===== src/sv/rhsc_pkg.sv =====
// Shared constants and types for the HSL shadow-color adjust block.
package rhsc_pkg;

    localparam int CHANNEL_BITS_DEF = 16;
    localparam int FRAC_BITS        = 24;
    localparam int HUE_BITS         = 16;
    localparam int SCALE_BITS       = 16;
    localparam int QUO_BITS         = FRAC_BITS + 1;

    localparam logic [1:0] CFG_HUE_OFFSET = 2'd0;
    localparam logic [1:0] CFG_SAT_SCALE  = 2'd1;
    localparam logic [1:0] CFG_LIG_SCALE  = 2'd2;

    localparam logic [15:0] HUE_OFFSET_RST = 16'd3277;
    localparam logic [15:0] SAT_SCALE_RST  = 16'd58982;
    localparam logic [15:0] LIG_SCALE_RST  = 16'd58982;

    typedef struct packed {
        logic [HUE_BITS-1:0]   hue_offset;
        logic [SCALE_BITS-1:0] sat_scale;
        logic [SCALE_BITS-1:0] lig_scale;
    } t_cfg;

    typedef struct packed {
        logic [1:0]          mode;
        logic [HUE_BITS:0]   w;
    } t_sext;

    localparam logic [1:0] SX_RISE = 2'd0;
    localparam logic [1:0] SX_FLAT = 2'd1;
    localparam logic [1:0] SX_FALL = 2'd2;
    localparam logic [1:0] SX_LOW  = 2'd3;

endpackage


===== src/sv/rhsc_div.sv =====
// Pipelined restoring divider and fixed-divisor lightness pipeline, with side payload.
module rhsc_div
    import rhsc_pkg::*;
#(
    parameter int NW = 40,
    parameter int DW = 17,
    parameter int QW = QUO_BITS,
    parameter int PW = 1
) (
    input  logic          i_clk,
    input  logic          i_rst_n,
    input  logic          i_en,
    input  logic          i_vld,
    input  logic [NW-1:0] i_num,
    input  logic [DW-1:0] i_div,
    input  logic [PW-1:0] i_pay,
    output logic          o_vld,
    output logic [QW-1:0] o_q,
    output logic [PW-1:0] o_pay
);
    logic [DW-1:0] r_rem [QW+1];
    logic [QW-1:0] r_nlo [QW+1];
    logic [QW-1:0] r_q   [QW+1];
    logic [DW-1:0] r_d   [QW+1];
    logic [PW-1:0] r_p   [QW+1];
    logic          r_v   [QW+1];

    always_ff @(posedge i_clk) begin
        if (!i_rst_n) begin
            r_v[0] <= 1'b0;
        end else if (i_en) begin
            r_v[0] <= i_vld;
        end
    end

    always_ff @(posedge i_clk) begin
        if (i_en) begin
            r_rem[0] <= DW'(i_num >> QW);
            r_nlo[0] <= i_num[QW-1:0];
            r_q[0]   <= '0;
            r_d[0]   <= i_div;
            r_p[0]   <= i_pay;
        end
    end

    for (genvar k = 1; k <= QW; k++) begin : g_step
        logic [DW:0] t, dif;
        logic        ge;

        always_comb begin
            t   = {r_rem[k-1], r_nlo[k-1][QW-1]};
            dif = t - {1'b0, r_d[k-1]};
            ge  = (t >= {1'b0, r_d[k-1]});
        end

        always_ff @(posedge i_clk) begin
            if (!i_rst_n) begin
                r_v[k] <= 1'b0;
            end else if (i_en) begin
                r_v[k] <= r_v[k-1];
            end
        end

        always_ff @(posedge i_clk) begin
            if (i_en) begin
                r_rem[k] <= ge ? dif[DW-1:0] : t[DW-1:0];
                r_nlo[k] <= r_nlo[k-1] << 1;
                r_q[k]   <= {r_q[k-1][QW-2:0], ge};
                r_d[k]   <= r_d[k-1];
                r_p[k]   <= r_p[k-1];
            end
        end
    end

    assign o_vld = r_v[QW];
    assign o_q   = r_q[QW];
    assign o_pay = r_p[QW];
endmodule



===== config.mk =====
export PLATFORM = sky130hd
export DESIGN_NAME = rhsc_div
export DESIGN_NICKNAME = d
export VERILOG_FILES = /design/src/sv/rhsc_pkg.sv /design/src/sv/rhsc_div.sv
export SDC_FILE = /design/constraint.sdc
export NUM_CORES = 2
export LEC_CHECK = 0
export BUFFER_PORTS_ARGS = -buffer_cell sky130_fd_sc_hd__buf_4
export CORE_MARGIN = 10
export CORE_UTILIZATION = 48
export DETAILED_ROUTE_END_ITERATION = 6
export GPL_ROUTABILITY_DRIVEN = 0
export SETUP_SLACK_MARGIN = 0.2
export SLEW_MARGIN = 30
export SYNTH_ARGS = -nofsm -noshare
export SYNTH_HDL_FRONTEND = slang
export SYNTH_SLANG_ARGS = --single-unit

===== constraint.sdc =====
create_clock -name i_clk -period 9.41 [get_ports i_clk]
set_clock_uncertainty 0.1 [all_clocks]
set_input_delay 0.4705 -clock i_clk [delete_from_list [all_inputs] [get_ports i_clk]]
set_output_delay 0.4705 -clock i_clk [all_outputs]
set_load 0.05 [all_outputs]

# Word level (Yosys, flattened, before mapping)

Memory sizes are Yosys's and may differ from the RTL's.
Index checks and enable logic that the tools add are counted.

Add/subtract/negate cells: 25
Magnitude comparators: 25
Mux-type cells: 56
Bitwise operators: 26

Operators with widths:

| kind                                             | count |
|---|---|
| 18-bit by 17-bit >= comparator with 1-bit output | 25 |
| 17-bit two-way mux                               | 25 |
| 17-bit subtractor                                | 25 |
| 1-bit two-way mux                                | 31 |
| 1-bit bitwise OR                                 | 26 |

Register bits: 0
RAM bits: 2236
Input bits: 62
Output and inout bits: 27
Logic and storage cells: 138
Memories: 6

Memory list:

| memory | words | bits a word | read ports | clocked after memory_dff | write ports | RTL line       | source |
|---|---|---|---|---|---|---|---|
| r_nlo  | 26    | 25          | 25         | 0                        | 26          | rhsc_div.sv:22 | `logic [QW-1:0] r_nlo [QW+1];` |
| r_q    | 26    | 25          | 26         | 0                        | 26          | rhsc_div.sv:23 | `logic [QW-1:0] r_q [QW+1];` |
| r_d    | 26    | 17          | 25         | 0                        | 26          | rhsc_div.sv:24 | `logic [DW-1:0] r_d [QW+1];` |
| r_rem  | 26    | 17          | 25         | 0                        | 26          | rhsc_div.sv:21 | `logic [DW-1:0] r_rem [QW+1];` |
| r_p    | 26    | 1           | 26         | 0                        | 26          | rhsc_div.sv:25 | `logic [PW-1:0] r_p [QW+1];` |
| r_v    | 26    | 1           | 26         | 0                        | 26          | rhsc_div.sv:26 | `logic r_v [QW+1];` |

# Longest topological paths before layout

Depth after elaboration: 4
Gate-level depth with buffers: 15
Depth with buffers taken out: 14

# Worst setup path before layout

OpenSTA, ideal clock, no wires.

Path type: flip-flop to flip-flop
Start: memory r_nlo[3][24] (netlist name)
End: memory r_rem[4][10], in the netlist r_rem[1][10] (data pin)
Data arrival time: 3.068 ns
Required time: 9.050 ns
Slack: 5.982 ns
Cell stages (with the launch flop): 15
Path buffers: 1
Clock period less this slack: 3.428 ns
Cell sequence: edfxtp_1 inv_1 ha_1 inv_1 fa_1 a21o_1 a21oi_2 o21ai_1 a211oi_2 o31a_1 o41ai_1 a21o_1 a211oi_4 buf_8 mux2_4

RTL lines:

| item            | RTL line |
|---|---|
| start, declared | rhsc_div.sv:22 |
| end, declared   | rhsc_div.sv:21 |

==> impl_metrics.csv <==
group,metric,value,unit
die,core-area,147000,um2
outcome,status,"complete, no violations",
layout,final_cells,7491,
die,die_area,164000,um2
setup_path,crit_type,"register to register",
grt,grt_pass1_vias,39363,
synthesis,synth_cells,5144,
worst_hold_path,hp-start,"i_en",
clocking,htreeDepth,4,
layout,drive_above_1_share,10.5,%
setup_path,crit_family,"compound AO/OA/AOI/OAI gates",
synthesis,synth_top_family_by_area,"compound AO/OA/AOI/OAI gates",
clocking,clk_path_buf_depth,3,
place,postPlaceCellArea,74200,um2
setup_path,r2r-end,"r_rem[1][3]",
clocking,cts_made_buffers,169,
setup_path,crit_fanout,11,
worst_hold_path,whs_endpoint,"r_p[0]",
grt,gr-total-overflow,0,
layout,layout_commonest_cell,"edfxtp_1",
worst_hold_path,min_path_type,"primary input to register",
place,dp_slack,5.42,ns
timing,setup-tns-final,0,ns
grt,grt_pass1_wl,204,mm
clocking,cts_sinks,1550,
synthesis,ys_types,83,
setup_path,crit_path_top_delay_cell,"a211oi_4",
layout,multi_input_area,22100,um2
die,die_y,405,um
clocking,clock_latency,0.77,ns
timing,fmax,250,MHz
detailed_routing,antenna_left,0,
synthesis,synth_compound_area_share,9.73,%
power,switchingPower,8.20,mW
layout,ff_latch_area,46500,um2
timing,period_needed,4.00,ns
synthesis,synth-simple-area-share,6.09,%
place,post-place-cells,7122,
clocking,clkTransAtPathRegs,0.06,ns
die,rows,141,
setup_path,critical_path.cell_chain,"inv_1, ha_1, inv_1, fa_1, a21o_1, a21oi_2, o21ai_1, a211oi_2, o31a_1, o41ai_1, a21o_1, a211oi_4, buf_6, mux2_2",
place,dp_hpwl,86.4,mm
setup_path,max_stage_delay,0.54,ns
synthesis,async_flop_share,0,%
timing,fin_crit_sh,42.5,%
timing,finalMaxSlewViolations,0,
layout,nNetsFinal,5934,
detailed_routing,drtPass1Iterations,5,
power,internal_power,17.3,mW
power,switching_share,32.2,%
detailed_routing,vias,39438,
synthesis,synth-adder-area-share,8.15,%
detailed_routing,wl_per_cell,16.8,um
detailed_routing,routed_wl,126,mm
setup_path,r2r_start,"r_nlo[3][24]",
detailed_routing,vias_per_cell,5.26,
grt,grtUsageTotal,15.3,%
setup_path,cp-end-kind,"register",
synthesis,synthFlopType,"edfxtp_1",
detailed_routing,drtIter0Drc,2473,
worst_hold_path,hold_depth,1,
power,clock_power_share,25.3,%
setup_path,start_kind,"register",
layout,final_cell_mix,"edfxtp_1, inv_1, ha_1",
place,io_buffers,88,
layout,utilization,54.5,%
setup_path,crit_required,9.82,ns
setup_path,cp_num_buf_inv,3,
job,drv_cap,0,
detailed_routing,remaining_drc_errors,0,
synthesis,ys_seq_elements,1550,
grt,grt_max_degree,183,
timing,setup_slack,5.41,ns
power,p_seq_share,40.4,%
setup_path,reg2reg_depth,14,
power,p_leak,31.5,nW
die,io-pin-count,89,
layout,fin_area,80200,um2
setup_path,ff2ff_setup_slack,5.41,ns
synthesis,yosysSeqAreaShare,65.6,%
layout,fillCellCount,12059,
power,pwr-share-comb,34.3,%
timing,setup_violations,0,
timing,finalHoldViolations,0,
timing,max_slew.worst_pin.slew,1.01,ns
synthesis,synth_xor_xnor_area_share,3.97,%
setup_path,arrival,4.42,ns
synthesis,yosysWarnings,0,
layout,diodes,0,
clocking,cts_tree,"built",
power,powerDensity,317,nW/um2
timing,slew_headroom,33.0,%
synthesis,synthMuxAreaShare,3.08,%
layout,areaGrowthSynthToFinish,13.0,%
clocking,root_buffer,"clkbuf_16",
timing,rsz0062_at_grt,"no",
synthesis,syn_nets,5654,
synthesis,synth.avg_cell_area,13.8,um2
synthesis,synth_edf_count,1549,
power,peakVddDrop,172,uV
synthesis,synthesis.area,71000,um2
die,fp.dieW,405,um
die,start_util,48.2,%
grt,antenna_found_initial,1,
## flip-flops by register name (all words and copies together), names as in the netlist
register / cells
r_d: 425
r_q: 325
r_p: 26
r_nlo: 325
r_rem: 423
r_v: 26
## worst max-delay path by stage
stage                   end  cells past startpoint    startpoint
2_1_floorplan  r_rem[1][10]                     14  r_nlo[3][24]
3_3_place_gp    r_rem[1][1]                     13  r_nlo[3][24]
3_5_place_dp    r_rem[1][3]                     14  r_nlo[3][24]
4_1_cts         r_rem[1][5]                     14  r_nlo[3][24]
5_1_grt        r_rem[1][28]                     14  r_nlo[4][24]
6_report        r_rem[1][3]                     14  r_nlo[3][24]
## layout make-up
type	instances	area share, %
Inverter	561	2.62
Sequential cell	1550	58.0
Clock inverter	97	1.29
Multi-Input combinational cell	2962	27.6
Tap cell	1930	3.01
Clock buffer	211	5.49
Timing Repair Buffer	180	2.03
## timing repair
item	in CTS	in global routing
setup buffers	0	0
hold buffers	60	0
hold endpoints to repair	60	0
resized for setup	0	0
## per-stage QoR
step / total power [mW] / hold slack, ns
CTS: 25.8 / 0.0402
floorplan: 17.0 / 0.300
global placement: 19.0 / 0.300
global route: 27.3 / 0.0612
finish: 25.5 / 0.0581
detailed placement: 19.1 / 0.305
## kinds of logic (layout without fill, tap and decap cells)
| family | after synthesis | in the layout |
|---|---|---|
| adder cells (fa/ha/maj) | 448 | 448 |
| AO/OA/AOI/OAI | 1073 | 1073 |
| XOR/XNOR | 322 | 322 |
| buffers and inverters | 632 | 1049 |
| AND/OR/NAND/NOR | 925 | 925 |
| multiplexers | 194 | 194 |
| flip-flops | 1550 | 1550 |
## metal layers
layer  up-vias  GRT usage [%]  part of all wire, %
li1      19606              -                    -
met1     18996           19.7                   44
met2       600           26.2                   49
met3       236           2.59                  3.7
met4         0           4.87                  2.8
met5         -              0                    0
## power groups by stage
stage,logic (mW),registers (mW),clock network [mW]
final,8.73,10.3,6.43
after global routing,9.87,10.4,6.95
after CTS,8.76,10.3,6.67
after detailed placement,8.66,10.5,0
after global placement,8.50,10.5,0
after floorplan,6.92,10.1,0
## synthesized netlist by cell type, types with 67 or more instances
cell	n	area share [%]
nor2_1	254	1.3
nand4_1	67	0.59
o21ai_0	270	1.9
inv_1	560	3.0
edfxtp_1	1549	66
nor3_1	78	0.55
a21o_1	157	1.7
xor2_1	120	1.5
xnor2_1	202	2.5
ha_1	424	7.5
nand2_1	287	1.5
o21bai_1	68	0.72
mux2_2	165	2.6
a21oi_1	295	2.1
Power figures use the tool's default switching activity.
