--- config.mk ---
export PLATFORM = sky130hd
export DESIGN_NAME = rhsc_front
export DESIGN_NICKNAME = d
export VERILOG_FILES = /design/src/sv/rhsc_pkg.sv /design/src/sv/rhsc_front.sv
export SDC_FILE = /design/constraint.sdc
export NUM_CORES = 1
export LEC_CHECK = 0
export ABC_AREA = 1
export BUFFER_PORTS_ARGS = -buffer_cell sky130_fd_sc_hd__buf_2
export CORE_MARGIN = 5
export CORE_UTILIZATION = 30
export DETAILED_ROUTE_END_ITERATION = 8
export PLACE_DENSITY = 0.53
export SYNTH_ARGS = -nofsm -noshare
export SYNTH_HDL_FRONTEND = slang
export SYNTH_SLANG_ARGS = --single-unit
--- constraint.sdc ---
create_clock -name vclk -period 12.4
set_input_delay 2.48 -clock vclk [all_inputs]
set_output_delay 2.48 -clock vclk [all_outputs]
set_load 0.05 [all_outputs]
--- src/sv/rhsc_pkg.sv ---
// Shared constants and types for the HSL shadow-color adjust block.
package rhsc_pkg;

    localparam int CHANNEL_BITS_DEF = 16;
    localparam int FRAC_BITS        = 24;
    localparam int HUE_BITS         = 16;
    localparam int SCALE_BITS       = 16;
    localparam int QUO_BITS         = FRAC_BITS + 1;

    localparam logic [1:0] CFG_HUE_OFFSET = 2'd0;
    localparam logic [1:0] CFG_SAT_SCALE  = 2'd1;
    localparam logic [1:0] CFG_LIG_SCALE  = 2'd2;

    localparam logic [15:0] HUE_OFFSET_RST = 16'd3277;
    localparam logic [15:0] SAT_SCALE_RST  = 16'd58982;
    localparam logic [15:0] LIG_SCALE_RST  = 16'd58982;

    typedef struct packed {
        logic [HUE_BITS-1:0]   hue_offset;
        logic [SCALE_BITS-1:0] sat_scale;
        logic [SCALE_BITS-1:0] lig_scale;
    } t_cfg;

    typedef struct packed {
        logic [1:0]          mode;
        logic [HUE_BITS:0]   w;
    } t_sext;

    localparam logic [1:0] SX_RISE = 2'd0;
    localparam logic [1:0] SX_FLAT = 2'd1;
    localparam logic [1:0] SX_FALL = 2'd2;
    localparam logic [1:0] SX_LOW  = 2'd3;

endpackage

--- src/sv/rhsc_front.sv ---
// RGB to HSL front end: max/min, sum, spread and the division operands.
module rhsc_front
    import rhsc_pkg::*;
#(
    parameter int CB = CHANNEL_BITS_DEF
) (
    input  logic [CB-1:0]           i_red,
    input  logic [CB-1:0]           i_green,
    input  logic [CB-1:0]           i_blue,
    output logic [CB:0]             o_sum,
    output logic [CB+FRAC_BITS-1:0] o_sat_num,
    output logic [CB-1:0]           o_sat_den,
    output logic [CB+HUE_BITS+2:0]  o_hue_num,
    output logic [CB+2:0]           o_hue_den,
    output logic                    o_grey
);
    localparam logic [CB-1:0] M = {CB{1'b1}};

    logic [CB-1:0] mx, mn, d, den;
    logic [CB:0]   sum;
    logic [CB+2:0] d3, hn;

    always_comb begin
        mx = i_red;
        mn = i_red;
        if (i_green > mx) mx = i_green;
        if (i_blue > mx) mx = i_blue;
        if (i_green < mn) mn = i_green;
        if (i_blue < mn) mn = i_blue;
        sum = {1'b0, mx} + {1'b0, mn};
        d   = mx - mn;
        d3  = (CB+3)'(d);
        if (sum > {1'b0, M}) begin
            den = CB'({M, 1'b0} - sum);
        end else begin
            den = sum[CB-1:0];
        end
        if (mx == i_red) begin
            if (i_green >= i_blue) begin
                hn = (CB+3)'(i_green - i_blue);
            end else begin
                hn = (d3 << 2) + (d3 << 1) - (CB+3)'(i_blue - i_green);
            end
        end else if (mx == i_green) begin
            hn = (d3 << 1) + (CB+3)'(i_blue) - (CB+3)'(i_red);
        end else begin
            hn = (d3 << 2) + (CB+3)'(i_red) - (CB+3)'(i_green);
        end
    end

    assign o_sum     = sum;
    assign o_sat_num = {d, {FRAC_BITS{1'b0}}} + (CB+FRAC_BITS)'(den >> 1);
    assign o_sat_den = den;
    assign o_hue_num = {hn, {HUE_BITS{1'b0}}} + (CB+HUE_BITS+3)'((d3 << 1) + d3);
    assign o_hue_den = (d3 << 2) + (d3 << 1);
    assign o_grey    = (d == '0);
endmodule

== Word level (Yosys, flattened, before mapping) ==
Index checks and enable logic that the tools add are counted.

* $add $sub $neg: 14
* Multiplexer cells: 8
* $lt $le $gt $ge: 6
* Reductions and logical operators: 1
* Multiply operators: 0
* Divide/modulo/power cells: 0
* Equal/unequal tests: 2
* Bitwise operators: 0
* Shift-type cells: 0

{| class="wikitable"
|+ Operator list
! operator !! number
|-
| 16-bit 2-to-1 mux || 5
|-
| 19-bit 2-to-1 mux || 3
|-
| 40-bit by 15-bit adder with 40-bit output || 1
|-
| 17-bit by 16-bit adder with 18-bit output || 2
|-
| 35-bit by 18-bit adder with 35-bit output || 1
|-
| 16-bit by 16-bit subtractor with 17-bit output || 2
|-
| 16-bit == test || 2
|-
| 16-bit > comparator || 2
|-
| 16-bit < comparator || 2
|-
| 18-bit by 16-bit adder with 19-bit output || 1
|-
| 18-bit by 17-bit adder with 19-bit output || 1
|-
| 18-bit by 16-bit subtractor with 19-bit output || 1
|-
| 19-bit by 16-bit subtractor with 19-bit output || 1
|-
| 19-bit subtractor || 1
|-
| 16-bit by 16-bit adder with 17-bit output || 1
|-
| 17-bit by 16-bit > comparator with 1-bit output (second input constant) || 1
|-
| 16-bit >= comparator || 1
|-
| 16-bit zero test || 1
|-
| 16-bit subtractor || 1
|-
| 16-bit subtractor (first input constant) || 1
|}

* Latch bits: 0
* Memories: 0
* Input port bits: 48
* Output and inout port bits: 128
* RAM bits: 0
* Word-level logic and storage cells: 31
* Memory bits (read-only): 0
* Flip-flop bits (word level): 0

== Depth between registers and ports, before layout ==
Gate-level depths: netlist (run 1).

* Depth after elaboration: 10
* Gate-level depth with buffers: 69

== Worst setup path before layout (run 1) ==
OpenSTA, ideal clock, no wires.

* Path type: input -> output
* Start: input port i_red[7]
* End: output port o_hue_num[29]
* Cell stages on the path: 48
* Path slack: -1.826 ns
* Data arrival time: 11.746 ns
* Data required time: 9.920 ns
* Path through: inv_1 ha_1 nand2_1 nor2_2 nand2_1 nand2_1 nand2_1 nand2_2 buf_6 buf_2 buf_1 nand2_1 o21ai_0 ha_1 a21oi_1 or2_2 a21oi_1 a2111oi_0 (+12 left out) a21oi_1 nor2_1 nand3_1 nand2_1 xnor2_1 ha_1 a21o_1 nor2_1 inv_1 or2_2 a31oi_1 nand2_1 nand2_2 nor2_2 nand2_1 nor2_1 nand2_1 xor2_1

* Cells in the longest elaborated chain, start to end: 10
* Elaborated cells on any way between the ends: 22
* Those cells by class: 9 x add/sub; 4 x order compare; 2 x eq/ne; 7 x mux

{| class="wikitable"
|+ RTL lines
! what !! RTL line !! RTL
|-
| from (decl) || rhsc_front.sv:7 || <nowiki>input logic [CB-1:0] i_red,</nowiki>
|-
| 16-bit > comparator or 16-bit < comparator (tied branches) || rhsc_front.sv:26, rhsc_front.sv:28 ||
|-
| 16-bit 2-to-1 mux (on tied branches) || rhsc_front.sv:26, rhsc_front.sv:28 ||
|-
| 16-bit > comparator or 16-bit < comparator (tied branches) || rhsc_front.sv:27, rhsc_front.sv:29 ||
|-
| 16-bit 2-to-1 mux (on tied branches) || rhsc_front.sv:27, rhsc_front.sv:29 ||
|-
| 16-bit subtractor * || rhsc_front.sv:31 || <nowiki>d = mx - mn;</nowiki>
|-
| 18-bit by 17-bit adder with 19-bit output * || - ||
|-
| named net o_hue_den[9] || rhsc_front.sv:14 || <nowiki>output logic [CB+2:0] o_hue_den,</nowiki>
|-
| 19-bit subtractor * || rhsc_front.sv:42 || <nowiki>hn = (d3 << 2) + (d3 << 1) - (CB+3)'(i_blue - i_green);</nowiki>
|-
| 19-bit 2-to-1 mux * || rhsc_front.sv:39 || <nowiki>if (i_green >= i_blue) begin</nowiki>
|-
| 19-bit 2-to-1 mux * || rhsc_front.sv:38 || <nowiki>if (mx == i_red) begin</nowiki>
|-
| 35-bit by 18-bit adder with 35-bit output * || rhsc_front.sv:54 || <nowiki>assign o_hue_num = {hn, {HUE_BITS{1'b0}}} + (CB+HUE_BITS+3)'((d3 << 1) + d3);</nowiki>
|-
| to (decl) || rhsc_front.sv:13 || <nowiki>output logic [CB+HUE_BITS+2:0] o_hue_num,</nowiki>
|}

The timed path passes the listed nets; every way through them passes the cells marked *.

== Worst setup path after layout (run 1) ==
* Start: input port i_green[13]
* End: output port o_hue_num[34]

* Cells in the longest elaborated chain, start to end: 10
* Elaborated cells on any way between the ends: 25
* Those cells by class: 11 x add/sub; 5 x order compare; 2 x eq/ne; 7 x mux

{| class="wikitable"
|+ RTL lines
! what !! RTL line !! RTL
|-
| from (decl) || rhsc_front.sv:8 || <nowiki>input logic [CB-1:0] i_green,</nowiki>
|-
| 16-bit > comparator or 16-bit < comparator (tied branches) || rhsc_front.sv:26, rhsc_front.sv:28 ||
|-
| 16-bit 2-to-1 mux (on tied branches) || rhsc_front.sv:26, rhsc_front.sv:28 ||
|-
| 16-bit > comparator or 16-bit < comparator (tied branches) || rhsc_front.sv:27, rhsc_front.sv:29 ||
|-
| 16-bit 2-to-1 mux (on tied branches) || rhsc_front.sv:27, rhsc_front.sv:29 ||
|-
| 16-bit subtractor || rhsc_front.sv:31 ||
|-
| 18-bit by 17-bit adder with 19-bit output, or another cell as far along || rhsc_front.sv:42 ||
|-
| 19-bit subtractor, or another cell as far along || rhsc_front.sv:42 ||
|-
| 19-bit 2-to-1 mux (on tied branches) || rhsc_front.sv:39, rhsc_front.sv:44 ||
|-
| 19-bit 2-to-1 mux || rhsc_front.sv:38 ||
|-
| 35-bit by 18-bit adder with 35-bit output * || rhsc_front.sv:54 ||
|}

Mark *: on every way between the ends. The rest lies on a longest branch, timed or not.

==> flow_summary.json, run 1 <==
{
  "holdWs_ns": 6.09,
  "syn_avg_cell_area_sq_um": 6.06,
  "synth_cells": 1950,
  "worstHoldPathCells": 9,
  "grt_pass1_wl_um": 83500,
  "pin_count": 176,
  "gp_congestion": 0.954,
  "fillCellCount": 3935,
  "setup_viol": 8,
  "slew_headroom_pct": 46.6,
  "area_delta_synth_final_pct": 62.8,
  "core_area_sq_um": 38800,
  "core.rowCount": 72,
  "min_period_ns": 12.78,
  "drive_above_1_share_pct": 42.0,
  "cp-start-kind": "input pin",
  "max_freq_mhz": 78.2,
  "die_y_um": 209,
  "violations": "setup timing",
  "cap_violations": 0,
  "via_count": 15200,
  "rsz0062_at_grt": "true",
  "postRouteAntennaNets": 0,
  "drt-pass1-iter-count": 7,
  "min_path_type": "input pin to output port",
  "drt_iter0_markers": 903,
  "grt-ovfl-total": 0,
  "die_w_um": 209,
  "cp_slowest_cell": "ha_4",
  "wirelength_um": 55500,
  "status": "complete, but fails checks",
  "cts_hold_buf": 0,
  "worst_pin_slew_ns": 0.793,
  "finalNetCount": 2837,
  "worstPathMaxFanout": 7,
  "initial_core_util_pct": 30.5,
  "antennaDiodeCount": 0,
  "multi_input_area_sq_um": 12300,
  "hpwl_um": 46300,
  "hp-start": "i_blue[11]",
  "report.final.slew_viol_count": 0,
  "syn-cell-area_sq_um": 11800,
  "dieArea_sq_um": 43500,
  "hold_viol": 0,
  "worstSetupPathType": "input pin to output port",
  "crit_required_ns": 9.92,
  "final_common_cell": "buf_4",
  "yosysWarnings": 0,
  "synth_cell_type_count": 58,
  "grt_pass1_vias": 15000,
  "drc_errors": 0,
  "grt_start_max_net_pins": 22,
  "cp_data_arrival_time_ns": 10.30,
  "wl_per_cell_um": 18.0,
  "worstSetupEndpointType": "output port",
  "period_share_pct": 103,
  "antenna_found_initial": 0,
  "vias_per_cell": 4.93,
  "clkbuf_count": 0,
  "ys_seq_area_share_pct": 0,
  "slowest_delay_ns": 0.29,
  "whs_endpoint": "o_sum[12]",
  "io_buffers": 166,
  "final_cell_mix": "buf_4, nand2_1, inv_1",
  "grtUsageTotal_pct": 23.7,
  "seqCellArea_sq_um": 0,
  "setup_ws_ns": -0.383,
  "numSequentialCells": 0
}
[cells by family after synthesis]
family | share of synthesized area, %
adders and majority gates | 25.7
xor gates and xnor gates | 10.3
AOI/OAI and AO/OA | 15.0
buffers and inverters | 14.0
and+or+nand+nor | 34.9
other | 0.0317
[worst max-delay path, delay by kind of cell]
kind | cells | cell delay [ns]
xor gates and xnor gates | 3 | 0.57
AOI/OAI and AO/OA | 8 | 1.10
and+or+nand+nor | 27 | 3.02
adders and majority gates | 4 | 1.10
buffers and inverters | 17 | 2.02
[repair_timing]
item,CTS,global route
gates cloned,3,4
endpoints found under the setup margin,13,44
setup buffers,28,35
gates resized for setup,155,231
pin swaps,48,151
[metal layers]
| metal | wire length, um | track usage, % | up-vias |
|---|---|---|---|
| met2 | 25400 | 39.4 | 427 |
| met3 | 2590 | 1.66 | 86 |
| li1 | - | - | 7538 |
| met4 | 1850 | 6.93 | 0 |
| met5 | 0 | 0 | - |
| met1 | 25700 | 33.1 | 7142 |
[synth_stat cells, types with 3 or more instances]
library cell,instances,area (sq um)
nor2_2,8,50.1
nor2_4,6,67.6
o21ai_2,5,43.8
xnor2_1,30,263
clkbuf_1,10,37.5
o211ai_1,5,37.5
buf_2,9,45.0
buf_6,8,90.1
o21ai_0,88,440
or2_2,5,31.3
inv_1,275,1030
nand2_2,30,188
a31oi_1,8,50.1
nand3_2,20,200
xor2_2,3,48.8
nand4_1,23,144
o21a_1,5,37.5
a21boi_0,3,22.5
fa_1,37,741
o21bai_1,11,82.6
nor3_1,16,80.1
inv_2,9,33.8
nand2_4,3,33.8
nand3b_1,10,75.1
ha_1,184,2300
buf_4,54,405
a221oi_1,4,35.0
a21oi_1,145,726
nor2_1,106,398
o21ai_1,8,40.0
xor2_1,104,911
nand2_1,498,1870
a21o_1,13,97.6
nor4_1,3,18.8
nand3_1,172,861
[worst max-delay path by stage]
stage                      startpoint            end  slack (ns)  cells past startpoint
final                     i_green[13]  o_hue_num[34]       -0.38                     59
after global routing      i_green[13]  o_hue_num[34]       -0.84                     57
after CTS                    i_red[3]  o_hue_num[34]       -0.26                     64
after detailed placement    i_red[15]  o_hue_num[34]       -0.85                     63
after global placement      i_red[15]  o_hue_num[34]       -0.81                     63
after floorplan              i_red[2]  o_hue_num[29]       -0.34                     52
[layout make-up]
class	count	area share (%)
Tap cell	518	3.37
Inverter	285	5.84
Timing Repair Buffer	688	27.0
Multi-Input combinational cell	1591	63.7
Timing Repair inverter	2	0.0845
[metrics by stage]
stage          util [%]  cell area [sq um]  std cells  setup slack [ns]  setup TNS, ns
6_report           49.6              19300       3084            -0.383          -1.57
3_5_place_dp       43.7              17000       3017            -0.849          -5.93
5_1_grt            49.6              19300       3084            -0.840          -5.38
2_1_floorplan         -              12600       1959            -0.344          -1.74
4_1_cts            46.2              17900       3048            -0.261         -0.651
3_3_place_gp       43.7              17000       3017            -0.814          -5.55
Power of run 1 is left out: the tool's default activity adds up to more than one toggle a clock period on the data nets, which glitch-free logic cannot reach.
==> run 2: changes to the inputs <==
PLACE_DENSITY = 0.51   (was 0.53)
clock period = 12.8 ns   (was 12.4 ns; I/O delays follow)
==> flow_summary.json, run 2 (synthesis results as in run 1) <==
{
  "status": "complete, but fails checks",
  "violations": "setup timing",
  "fillCellCount": 4012,
  "cp-start-kind": "input pin",
  "finalNetCount": 2770,
  "vias_per_cell": 4.87,
  "gp_congestion": 0.915,
  "hpwl_um": 45600,
  "placed_cells": 2969,
  "worstSetupPathType": "input pin to output port",
  "seqCellArea_sq_um": 0,
  "final_area_sq_um": 18400,
  "drt-pass1-iter-count": 5,
  "worstPathMaxFanout": 8,
  "min_path_type": "input pin to output port",
  "multi_input_area_sq_um": 12000,
  "setup_ws_ns": -0.194,
  "final_cell_mix": "nand2_1, buf_4, inv_1",
  "crit_required_ns": 10.24,
  "period_share_pct": 102,
  "dieArea_sq_um": 43500,
  "worst_pin_slew_ns": 0.798,
  "drive_above_1_share_pct": 39.8,
  "postRouteAntennaNets": 0,
  "die_w_um": 209,
  "final_common_cell": "nand2_1",
  "grt_start_max_net_pins": 23,
  "core_area_sq_um": 38800,
  "worstSetupEndpointType": "output port",
  "max_freq_mhz": 77.0,
  "cp_data_arrival_time_ns": 10.43,
  "numSequentialCells": 0,
  "area_delta_synth_final_pct": 56.0,
  "cap_violations": 0,
  "hold_viol": 0,
  "die_y_um": 209,
  "antennaDiodeCount": 0,
  "grtUsageTotal_pct": 23.0,
  "grt-ovfl-total": 0,
  "final_cells": 3017,
  "slowest_delay_ns": 0.63,
  "report.final.slew_viol_count": 0,
  "core.rowCount": 72,
  "rsz0062_at_grt": "true",
  "cp_common_cell": "nand2_4",
  "cp_slowest_cell": "fa_2",
  "holdWs_ns": 6.19,
  "antenna_found_initial": 0,
  "drc_errors": 0,
  "io_buffers": 166,
  "grt_pass1_vias": 14300,
  "pre_cts_ws_ns": -0.926,
  "grt_pass1_wl_um": 81200,
  "pin_count": 176,
  "initial_core_util_pct": 30.5,
  "clkbuf_count": 0,
  "via_count": 14700,
  "wirelength_um": 53300,
  "place_area_sq_um": 16600,
  "setup_viol": 3,
  "min_period_ns": 12.99,
  "slew_headroom_pct": 46.2,
  "wl_per_cell_um": 17.7,
  "drt_iter0_markers": 932
}
==> run 2: final timing paths <==
path,to,start,cells after the start
max,o_hue_num[34],i_red[3],55
min,o_sum[12],i_blue[11],8
==> run 2: worst max-delay path: cells and delay by family <==
family	cells	cell delay, ns
AOI/OAI and AO/OA	10	1.50
and+or+nand+nor	24	2.39
adders and majority gates	7	2.21
buffers and inverters	13	1.58
xor gates and xnor gates	1	0.16
==> run 2: area by class of cell <==
cell class / count / area share (%)
Multi-Input combinational cell: 1591 / 65.3
Timing Repair Buffer: 622 / 25.1
Inverter: 285 / 6.00
Timing Repair inverter: 1 / 0.0407
Tap cell: 518 / 3.51
==> run 2: what timing repair did <==
action                                  4_1_cts  5_1_grt
endpoints found under the setup margin       13       12
hold buffers                                  0        0
resized for setup                           150      184
gates cloned                                  2        1
buffers inserted                             25       22
pin swaps                                    75      111
==> run 2: layer usage <==
metal | wire [um] | share of wire (%) | global-route usage, %
met3 | 2220 | 4.2 | 1.11
met2 | 24700 | 46 | 38.6
met5 | 0 | 0 | 0
met1 | 25200 | 47 | 32.8
met4 | 1260 | 2.4 | 4.88
==> run 2: per-stage QoR <==
stage / setup TNS, ns / util (%)
2_1_floorplan: -0.235 / -
3_3_place_gp: -5.70 / 42.8
3_5_place_dp: -5.85 / 42.8
4_1_cts: -0.0279 / 45.2
5_1_grt: -2.77 / 47.5
6_report: -0.380 / 47.5
Power of run 2 is left out for the same reason.
