$ cat src/sv/rhsc_pkg.sv
// Shared constants and types for the HSL shadow-color adjust block.
package rhsc_pkg;

    localparam int CHANNEL_BITS_DEF = 16;
    localparam int FRAC_BITS        = 24;
    localparam int HUE_BITS         = 16;
    localparam int SCALE_BITS       = 16;
    localparam int QUO_BITS         = FRAC_BITS + 1;

    localparam logic [1:0] CFG_HUE_OFFSET = 2'd0;
    localparam logic [1:0] CFG_SAT_SCALE  = 2'd1;
    localparam logic [1:0] CFG_LIG_SCALE  = 2'd2;

    localparam logic [15:0] HUE_OFFSET_RST = 16'd3277;
    localparam logic [15:0] SAT_SCALE_RST  = 16'd58982;
    localparam logic [15:0] LIG_SCALE_RST  = 16'd58982;

    typedef struct packed {
        logic [HUE_BITS-1:0]   hue_offset;
        logic [SCALE_BITS-1:0] sat_scale;
        logic [SCALE_BITS-1:0] lig_scale;
    } t_cfg;

    typedef struct packed {
        logic [1:0]          mode;
        logic [HUE_BITS:0]   w;
    } t_sext;

    localparam logic [1:0] SX_RISE = 2'd0;
    localparam logic [1:0] SX_FLAT = 2'd1;
    localparam logic [1:0] SX_FALL = 2'd2;
    localparam logic [1:0] SX_LOW  = 2'd3;

endpackage

$ cat src/sv/rhsc_div.sv


module rhsc_lig
    import rhsc_pkg::*;
#(
    parameter int CB  = CHANNEL_BITS_DEF,
    parameter int LAT = QUO_BITS + 1,
    parameter int PW  = 1
) (
    input  logic                i_clk,
    input  logic                i_rst_n,
    input  logic                i_en,
    input  logic                i_vld,
    input  logic [CB:0]         i_sum,
    input  logic [PW-1:0]       i_pay,
    output logic                o_vld,
    output logic [QUO_BITS-1:0] o_lig,
    output logic [PW-1:0]       o_pay
);
    // lig = (floor(sum * 2^F / M) + 1) / 2, M = 2^CB - 1, by folding CB-bit digits
    localparam int NF = (FRAC_BITS + CB) / CB + 3;
    localparam int DL = LAT - NF - 1;
    localparam int XW = CB + FRAC_BITS + 1;
    localparam int QB = FRAC_BITS + 2;
    localparam logic [XW-1:0] M = XW'({CB{1'b1}});

    logic [XW-1:0]       r_x [NF+1];
    logic [QB-1:0]       r_q [NF+1];
    logic [QUO_BITS-1:0] r_l [DL];
    logic [PW-1:0]       r_p [LAT];
    logic                r_v [LAT];
    logic [QB-1:0]       q_fin;

    always_ff @(posedge i_clk) begin
        if (!i_rst_n) begin
            r_v[0] <= 1'b0;
        end else if (i_en) begin
            r_v[0] <= i_vld;
        end
    end

    always_ff @(posedge i_clk) begin
        if (i_en) begin
            r_x[0] <= {i_sum, {FRAC_BITS{1'b0}}};
            r_q[0] <= '0;
            r_p[0] <= i_pay;
        end
    end

    for (genvar k = 1; k <= NF; k++) begin : g_fold
        always_ff @(posedge i_clk) begin
            if (i_en) begin
                r_x[k] <= (r_x[k-1] >> CB) + (r_x[k-1] & M);
                r_q[k] <= r_q[k-1] + QB'(r_x[k-1] >> CB);
            end
        end
    end

    always_comb begin
        q_fin = r_q[NF] + QB'(r_x[NF] == M) + QB'(1);
    end

    always_ff @(posedge i_clk) begin
        if (i_en) begin
            r_l[0] <= q_fin[QB-1:1];
        end
    end

    for (genvar k = 1; k < DL; k++) begin : g_delay
        always_ff @(posedge i_clk) begin
            if (i_en) begin
                r_l[k] <= r_l[k-1];
            end
        end
    end

    for (genvar k = 1; k < LAT; k++) begin : g_pipe
        always_ff @(posedge i_clk) begin
            if (!i_rst_n) begin
                r_v[k] <= 1'b0;
            end else if (i_en) begin
                r_v[k] <= r_v[k-1];
            end
        end

        always_ff @(posedge i_clk) begin
            if (i_en) begin
                r_p[k] <= r_p[k-1];
            end
        end
    end

    assign o_vld = r_v[LAT-1];
    assign o_lig = r_l[DL-1];
    assign o_pay = r_p[LAT-1];
endmodule

$ cat config.mk
export PLATFORM = sky130hd
export DESIGN_NAME = rhsc_lig
export DESIGN_NICKNAME = d
export VERILOG_FILES = /design/src/sv/rhsc_pkg.sv /design/src/sv/rhsc_div.sv
export SDC_FILE = /design/constraint.sdc
export NUM_CORES = 1
export LEC_CHECK = 0
export BUFFER_PORTS_ARGS = -buffer_cell sky130_fd_sc_hd__buf_2
export CORE_MARGIN = 1.5
export CORE_UTILIZATION = 42
export CTS_BUF_LIST = sky130_fd_sc_hd__clkbuf_4
export DETAILED_ROUTE_END_ITERATION = 12
export PLACE_DENSITY = 0.64
export SLEW_MARGIN = 40
export SYNTH_ARGS = -nofsm -noshare
export SYNTH_HDL_FRONTEND = slang
export SYNTH_SLANG_ARGS = --single-unit
$ cat constraint.sdc
create_clock -name i_clk -period 1.7 [get_ports i_clk]
set_input_delay 0.425 -clock i_clk [delete_from_list [all_inputs] [get_ports i_clk]]
set_output_delay 0.425 -clock i_clk [all_outputs]
set_load 0.05 [all_outputs]
# Yosys cells after proc, flatten, opt, wreduce, memory -nomap -nowiden
# Memories as Yosys holds them, arrays and structs flattened.
# Index checks and enable logic that the tools add are counted.
# W data, S select, Z words.
dict set report op_classes {
  n_addsub 12
  n_mul 0
  eq_ne 1
  shift 0
  n_lt_le_gt_ge 0
  bitwise_logic 26
  n_div 0
  n_reduce_logical 0
  muxes 31
}
# op n
set ops {}
lappend ops {{$add A25 B16 Y26} 5}
lappend ops {{$add A26 B25 Y26} 5}
lappend ops {{$eq A41 B16 Y1 const B} 1}
lappend ops {{$mux W1} 31}
lappend ops {{$add A26 B1 Y26} 1}
lappend ops {{$add A26 B1 Y26 const B} 1}
lappend ops {{$or A1 B1 Y1} 26}
dict set report word_totals {
  memories 5
  ram_bits 954
  latch_bits 0
  regBits 0
  out_inout_bits 27
  elab_cells 75
  input_bits 22
  romBits 0
}
# name words word_bits read_ports rd_clocked_by_memory_dff wr line
set memory_table {}
lappend memory_table {r_l 20 25 20 0 20 rhsc_div.sv:29} ;# logic [QUO_BITS-1:0] r_l [DL];
lappend memory_table {r_x 6 41 6 0 6 rhsc_div.sv:27} ;# logic [XW-1:0] r_x [NF+1];
lappend memory_table {r_q 6 26 6 0 6 rhsc_div.sv:28} ;# logic [QB-1:0] r_q [NF+1];
lappend memory_table {r_p 26 1 26 0 26 rhsc_div.sv:30} ;# logic [PW-1:0] r_p [LAT];
lappend memory_table {r_v 26 1 26 0 26 rhsc_div.sv:31} ;# logic r_v [LAT];

# Logic depth before layout (Yosys ltp)
# Gate-level depths: netlist of run 1.
dict set report depth {
  depth_word 4
  ltp_mapped 6
  mapped_depth_nobuf 6
}

# Least setup slack after synthesis of run 1
# Ideal clock, no wire load.
dict set report synth_path {
  kind {register -> register}
  from {mem r_x[1][24] in the netlist's numbering}
  to {mem r_q[2][20] in the netlist's numbering (data pin)}
  arrival_ns 1.573
  slack_ns -0.130
  path_buffers 0
  synth_period_minus_slack_ns 1.830
  t_required_ns 1.442
  stages_incl_launch_ff 7
  setup_time_ns 0.258
  cell_sequence {edfxtp_1 -> ha_1 -> ha_1 -> and2_1 -> nor4b_1 -> nand4_1 -> xnor2_1}
}
# item line
set synth_lines {}
lappend synth_lines {{start: declaration} rhsc_div.sv:27}
lappend synth_lines {{end: declaration} rhsc_div.sv:28}

==> impl_metrics.toml, run 1 <==
[run_status]
status = "finished, violations left"
violations = "setup timing"

[routing]
vias = 9875
drt_wl_total_um = 28700
ant_nets = 0
viasPerCell = 4.45
remaining_drc_errors = 0
wl_per_cell_um = 12.9
firstDrtPassIters = 4
drt_iter0_markers = 585

[logic_synthesis]
synth_seq_cells = 693
synth.yosys.seq_area_share_pct = 88.8
syn_avg_cell_area_sq_um = 22.1
yosysUniqueCellTypes = 30
synth_top_cell_area_share_pct = 88.7
syn_nets = 1090
netlist_instances = 1059
yosys.area.top_type = "edfxtp_1"
synth_area_leaders = "edfxtp_1, xnor2_1, nand3_1"
netlist_area_sq_mm = 0.0234
yosysWarnings = 0

[sta]
max_freq_ghz = 0.519
period_needed_ns = 1.93
final_hold_viol_count = 0
finalClockSkew_ns = 0.0473
tightest_slew_ns = 0.495
rsz0062_at_grt = "yes"
setup_viol = 32
post-route-period-util_pct = 113
slew_headroom_pct = 67.0
worst_slack_ns = -0.226
finalMaxSlewViolations = 0
hold_ws_ns = 0.223

[clocking]
clk_latency_ns = 0.93
clock_path_buffers = 3
cts_max_level = 4
clock-sinks = 693
cts_tree = "built"
cts_buffers = 166
clkTransAtPathRegs_ns = 0.06
root_buffer = "clkbuf_4"

[grt]
grt_max_degree = 98
antenna_found_initial = 2
grt_pass1_vias = 10226
overflow = 0
grtUsageTotal_pct = 10.4
grt_pass1_wl_um = 47000

[setup_path]
criticalPathCategory = "reg2out"
required_ns = 1.27
critPathLaunchType = "flop"
path_cells = "buf_6"
crit_fanout = 1
worst_ep_arrival_time_ns = 1.50
max_stage_delay_ns = 0.41
cp_slowest_cell = "edfxtp_1"
crit_buf_inv = 1
critPathTopFamily = "flip-flops"
end_kind = "output pin"

[final_layout]
fin_cells = 2217
drive_gt1_share_pct = 29.3
fillers = 4466
final_nets = 1369
syn2layout_area_growth_pct = 18.7
finalCoreUtilization_pct = 50.5

[power_and_ir_drop]
p_leak_nw = 9.82
powerDensity_mw_per_mm2 = 1230
p_total_mw = 34.2
ir_worst_vdd_mv = 0.570

[die]
initial_core_util_pct = 42.5
design.core.area_sq_mm = 0.0551
die_h_um = 239
dieArea_sq_mm = 0.0572
row_count = 86
pin_count = 49
die_w_um = 239

[hold_path]
hold_class = "in2reg"

[placement]
placedCellCount = 1892
place_hpwl_um = 15400
numPortBuffers = 48
pre_cts_slack_ns = -0.127
place_congestion = 0.784

[job]
maxCapViolCount = 0
-- area by class of cell --
class	count	area (sq um)	area share, %
Timing Repair Buffer	143	1320	4.74
Clock buffer	237	1780	6.40
Clock inverter	59	303	1.09
Multi-Input combinational cell	329	2640	9.48
Antenna cell	3	7.51	0.0270
Sequential cell	693	20800	74.8
Inverter	5	18.8	0.0675
Tap cell	748	936	3.37
-- flip-flops by register name (all words and copies together), names as in the netlist --
| register | flops |
|---|---|
| r_l | 500 |
| r_q | 104 |
| r_x | 37 |
| r_p | 26 |
| r_v | 26 |
-- synthesized netlist by cell type --
| master | count |
|---|---|
| nor3_1 | 3 |
| nor4_4 | 7 |
| and2_2 | 1 |
| buf_4 | 25 |
| nor4_2 | 1 |
| and4_4 | 1 |
| nand3_2 | 1 |
| or2_2 | 3 |
| nor2_1 | 19 |
| dfxtp_1 | 1 |
| and4_1 | 7 |
| nor4b_1 | 1 |
| nand2b_1 | 1 |
| nor3_2 | 1 |
| and3_1 | 44 |
| and2_1 | 2 |
| mux2i_1 | 1 |
| nand4_1 | 23 |
| clkbuf_1 | 7 |
| nand3_1 | 56 |
| xnor2_1 | 81 |
| nand4_4 | 3 |
| ha_1 | 9 |
| inv_1 | 5 |
| nand2_1 | 31 |
| xor2_1 | 30 |
| nor4_1 | 1 |
| nor2b_1 | 1 |
| edfxtp_1 | 692 |
| and3_2 | 1 |
-- cells by family after synthesis --
family        share of synthesized area (%)
simple gates                           5.52
flops                                  88.8
xor+xnor                               4.15
fa+ha+maj                             0.481
mux                                  0.0427
buf+inv                               0.994
-- layer usage --
layer  global-route usage (%)  routed length, um
met1                     11.4              12100
met2                     16.6              14400
met3                     3.81               1440
met4                     8.13                790
met5                        0                  0
-- power by group --
group | total, mW | internal [mW] | switching, mW
Sequential | 20.3 | 19.9 | 0.380
Clock | 12.8 | 6.64 | 6.19
Combinational | 1.05 | 0.408 | 0.645
-- per-stage QoR --
stage	cell area, sq um	TNS (ns)
2_1_floorplan	23400	0
3_3_place_gp	25000	-0.332
3_5_place_dp	25000	-0.864
4_1_cts	27600	-9.50
5_1_grt	27800	-10.29
6_report	27800	-5.20
-- path summary, 6_finish.rpt --
| check | startpoint | to | slack (ns) | depth (start not counted) |
|---|---|---|---|---|
| min reg2reg | r_l[0][63]$_DFFE_PP_ | r_l[0][88]$_DFFE_PP_ | 0.38 | 0 |
| max reg2reg | r_x[2][16]$_DFFE_PP_ | r_q[3][24]$_DFFE_PP_ | -0.07 | 6 |
| max | r_l[4][87]$_DFFE_PP_ | o_lig[12] | -0.23 | 1 |
| min | i_sum[3] | r_x[0][27]$_DFFE_PP_ | 0.22 | 2 |
-- what timing repair did --
item	4_1_cts	5_1_grt
gates cloned	0	0
endpoints found under the hold margin	64	0
endpoints found under the setup margin	42	72
pin swaps	7	11
buffers inserted	1	5
hold buffers	21	0
resized for setup	70	30
-- placed cells by master, fill, tap and decap left out, types with 3 or more instances in the layout --
cell,instances
nand3_1,47
dlygate4sd3_1,21
ha_4,7
nand3_4,4
edfxtp_1,692
clkinv_4,3
buf_4,62
buf_2,20
nor4_4,7
nor2_2,3
clkbuf_4,237
buf_6,29
xnor2_1,78
nand2_1,28
diode_2,3
and3_1,44
nand4_1,23
xnor2_2,3
nand4_4,3
nand3_2,6
inv_1,5
inv_6,3
buf_12,10
xor2_1,30
clkinv_2,8
nor2_1,15
and4_1,7
clkinv_1,39
Power figures use the tool's default switching activity.
==> run 2, diff against run 1 <==
Settings changed: SETUP_SLACK_MARGIN set to 0.02.
==> run 2 against run 1 <==
The flow still finishes with violations (setup timing). Flip-flop and latch count unchanged. Critical path type unchanged. Sequential power about the same. Highest routed layer unchanged. Critical endpoint unchanged. Power increased by 1.5%.
==> impl_metrics.toml, run 2 (same netlist as run 1, synthesis figures left out) <==
[run_status]
status = "finished, violations left"
violations = "setup timing"

[setup_path]
crit_fanout = 1
criticalPathCategory = "reg2out"
max_stage_delay_ns = 0.39
timing.rr.end = "r_q[3][20]$_DFFE_PP_"
end_kind = "output pin"
rrSetupSlack_ns = -0.03
path_cells = "buf_6"
critPathLaunchType = "flop"
cp_slowest_cell = "edfxtp_1"
crit_buf_inv = 1
worst_ep_arrival_time_ns = 1.49
rr_startpoint = "r_x[2][16]$_DFFE_PP_"
r2r_cells = 7
required_ns = 1.27
critPathTopFamily = "flip-flops"

[placement]
placed_area_sq_mm = 0.0252
numPortBuffers = 48
place_congestion = 0.781
place_hpwl_um = 15200

[die]
die_h_um = 239
row_count = 86
initial_core_util_pct = 42.5
dieArea_sq_mm = 0.0572
die_w_um = 239
pin_count = 49
design.core.area_sq_mm = 0.0551

[hold_path]
hold_class = "in2reg"
hold_end = "r_x[0][27]$_DFFE_PP_"
hold_start = "i_sum[3]"
min_path_cells = 2

[power_and_ir_drop]
ir_worst_vdd_mv = 0.594
powerDensity_mw_per_mm2 = 1240
p_leak_nw = 9.96

[job]
maxCapViolCount = 0

[routing]
vias = 9977
drt_wl_total_um = 28400
remaining_drc_errors = 0
drt_iter0_markers = 545
wl_per_cell_um = 12.7
viasPerCell = 4.46
ant_nets = 0
firstDrtPassIters = 4

[clocking]
clock-sinks = 693
cts_buffers = 167
clk_latency_ns = 0.93
cts_tree = "built"
root_buffer = "clkbuf_4"
clkTransAtPathRegs_ns = 0.07
cts_max_level = 4
clock_path_buffers = 3

[final_layout]
layout_common_cells = "edfxtp_1, clkbuf_4, xnor2_1, buf_4, nand3_1"
fin_area_sq_mm = 0.0281
largest_reg_flops = 500
final_common_cell = "edfxtp_1"
top_regs = "r_l: 500 flops, r_q: 104 flops, r_x: 37 flops"
final_nets = 1391
syn2layout_area_growth_pct = 19.8
drive_gt1_share_pct = 30.1
max_flop_register = "r_l"

[sta]
final_hold_viol_count = 0
finalMaxSlewViolations = 0
finalClockSkew_ns = 0.0514
post-route-period-util_pct = 113
hold_ws_ns = 0.197
max_freq_ghz = 0.521
rsz0062_at_grt = "yes"
period_needed_ns = 1.92
tightest_slew_ns = 0.432
worst_slack_ns = -0.219
slew_headroom_pct = 71.2
setup_viol = 30

[grt]
grt_pass1_wl_um = 47300
grt_max_degree = 63
antenna_found_initial = 2
overflow = 0
grtUsageTotal_pct = 10.5
grt_pass1_vias = 10383
[run 2: cell count changes in the layout (fill, tap and decap cells not counted), moves of 3 or more]
cell,previous run,this run
bufinv_16,1,4
buf_12,10,14
buf_4,62,75
buf_6,29,32
[run 2: area by class of cell]
class                   instances  area [sq um]
multi-input cells             329          2610
repair buffers                164          1540
flip-flops and latches        693         20800
diodes                          4          10.0
well taps                     748           936
fillers                      4438         27000
inverters                       5          18.8
clock buffers                 236          1770
clock inverters                60           377
[run 2: stage by stage]
step	TNS, ns	setup WS, ns	instances	power, mW	util [%]
2_1_floorplan	0	0.0383	1059	21.0	-
3_3_place_gp	-0.142	-0.0611	1903	21.6	45.7
3_5_place_dp	-0.926	-0.110	1903	21.7	45.7
4_1_cts	-9.70	-0.373	2224	35.4	50.5
5_1_grt	-9.95	-0.377	2239	36.4	50.9
6_report	-5.45	-0.219	2239	34.7	50.9
[run 2: layer usage]
metal	routed length, um	GRT usage (%)	vias to the layer above
met1	11800	11.4	4783
li1	-	-	4868
met4	890	7.58	0
met5	0	0	-
met2	14200	16.6	246
met3	1610	4.30	80
[run 2: worst max path at each step]
stage	start	endpoint	slack (ns)	cells past startpoint
2_1_floorplan	r_x[1][24]$_DFFE_PP_	r_q[2][20]$_DFFE_PP_	0.04	6
3_3_place_gp	r_q[3][0]$_DFFE_PP_	r_q[4][16]$_DFFE_PP_	-0.06	7
3_5_place_dp	r_q[2][0]$_DFFE_PP_	r_q[3][22]$_DFFE_PP_	-0.11	7
4_1_cts	r_l[4][87]$_DFFE_PP_	o_lig[12]	-0.37	1
5_1_grt	r_l[4][87]$_DFFE_PP_	o_lig[12]	-0.38	1
6_report	r_l[4][87]$_DFFE_PP_	o_lig[12]	-0.22	1
[run 2: what timing repair did]
| item | in CTS | in global routing |
|---|---|---|
| hold buffers | 22 | 0 |
| hold endpoints to repair | 308 | 0 |
| buffers inserted | 3 | 11 |
| setup endpoints to repair | 46 | 77 |
| pin swaps | 4 | 16 |
| gates resized for setup | 70 | 30 |
[run 2: report_power, final]
group / internal, mW / total (mW) / switching [mW]
combinational: 0.449 / 1.10 / 0.655
sequential: 19.9 / 20.3 / 0.369
clock: 7.06 / 13.3 / 6.24
==> run 3, diff against run 2 <==
Settings changed: SETUP_SLACK_MARGIN 0.02 to 0.2.
==> run 3 against run 2 <==
The run still ends with setup timing left. Routed wire length increased by 6.8%. Utilization grew 1.7 points. Fmax up 1.6%. Worst hold slack better by 0.049 ns. Combinational power up 16%. Critical endpoint is now o_lig[13]. Highest routed layer unchanged.
==> impl_metrics.toml, run 3 (same netlist as run 1, synthesis figures left out) <==
[power_and_ir_drop]
ir_worst_vdd_mv = 0.663
p_leak_nw = 10.4
powerDensity_mw_per_mm2 = 1180
p_total_mw = 34.3

[routing]
vias = 10248
drt_iter0_markers = 512
drt_wl_total_um = 30400
viasPerCell = 4.53
firstDrtPassIters = 4
remaining_drc_errors = 0
wl_per_cell_um = 13.4
ant_nets = 0

[hold_path]
min_path_cells = 2
hold_class = "in2reg"

[die]
die_w_um = 239
die_h_um = 239
row_count = 86
initial_core_util_pct = 42.5
dieArea_sq_mm = 0.0572
pin_count = 49
design.core.area_sq_mm = 0.0551

[job]
maxCapViolCount = 0

[sta]
period_needed_ns = 1.89
setup_viol = 29
post-route-period-util_pct = 111
worst_slack_ns = -0.189
final_hold_viol_count = 0
setup-tns-final_ns = -4.52
tightest_slew_ns = 0.393
finalMaxSlewViolations = 0
finalClockSkew_ns = 0.0430
max_freq_ghz = 0.530
slew_headroom_pct = 73.8
hold_ws_ns = 0.245
rsz0062_at_grt = "yes"

[setup_path]
r2r_cells = 6
critPathLaunchType = "flop"
max_stage_delay_ns = 0.39
crit_buf_inv = 1
end_kind = "output pin"
cp_slowest_cell = "edfxtp_1"
required_ns = 1.27
crit_fanout = 1
worst_ep_arrival_time_ns = 1.46
path_cells = "buf_6"
crit_cells = 1
critPathTopFamily = "flip-flops"
criticalPathCategory = "reg2out"

[placement]
placedCellCount = 1911
pre_cts_slack_ns = -0.104
place_hpwl_um = 15800
place_congestion = 0.776
placed_area_sq_mm = 0.0254
numPortBuffers = 48

[grt]
grt_pass1_vias = 10598
antenna_found_initial = 2
overflow = 0
grt_pass1_wl_um = 48900
grt_max_degree = 74
grtUsageTotal_pct = 10.9

[clocking]
cts_max_level = 4
root_buffer = "clkbuf_4"
clock_path_buffers = 3
clock-sinks = 693
cts_tree = "built"
cts_buffers = 169
clk_latency_ns = 0.91
clkTransAtPathRegs_ns = 0.07

[final_layout]
finalCoreUtilization_pct = 52.6
layout_common_cells = "edfxtp_1, clkbuf_4, buf_4, xnor2_1, buf_6"
largest_reg_flops = 500
final_common_cell = "edfxtp_1"
fin_area_sq_mm = 0.0290
top_regs = "r_l: 500 flops, r_q: 104 flops, r_x: 37 flops"
final_nets = 1435
syn2layout_area_growth_pct = 23.8
drive_gt1_share_pct = 37.4
fin_cells = 2264
max_flop_register = "r_l"

[run_status]
violations = "setup timing"
status = "finished, violations left"
[run 3: final cells by class]
cell class	instances	area, sq um
flip-flops and latches	693	20800
clock inverters	45	268
repair buffers	206	1990
clock buffers	234	1760
fillers	4314	26100
inverters	5	18.8
diodes	4	10.0
multi-input cells	329	3210
well taps	748	936
[run 3: timing repair]
action	CTS	global route
pin swaps	53	48
hold buffers	22	0
resized for setup	134	85
setup buffers	31	16
hold endpoints to repair	87	0
cloned	0	1
endpoints found under the setup margin	98	107
[run 3: report_power, final]
| part | internal [mW] | leakage, nW | switching (mW) |
|---|---|---|---|
| registers | 20.0 | 6.82 | 0.388 |
| clock network | 6.53 | 1.20 | 6.13 |
| logic | 0.548 | 2.36 | 0.734 |
| total | 27.0 | 10.4 | 7.25 |
[run 3: final timing paths]
path                                      startpoint                   end  slack [ns]
worst max-delay path            r_l[4][88]$_DFFE_PP_             o_lig[13]       -0.19
worst min-delay path                        i_sum[5]  r_x[0][29]$_DFFE_PP_        0.25
worst max register to register   r_q[5][0]$_DFFE_PP_  r_l[0][23]$_DFFE_PP_       -0.05
worst min register to register   r_l[3][8]$_DFFE_PP_  r_l[3][33]$_DFFE_PP_        0.38
[run 3: routing by layer]
layer / GRT usage (%) / up-vias / wire (um) / part of all wire, %
met4: 7.77 / 0 / 950 / 3.1
met2: 17.5 / 233 / 15500 / 51
met5: 0 / - / 0 / 0
li1: - / 4942 / - / -
met1: 11.9 / 4986 / 12400 / 41
met3: 3.89 / 87 / 1580 / 5.2
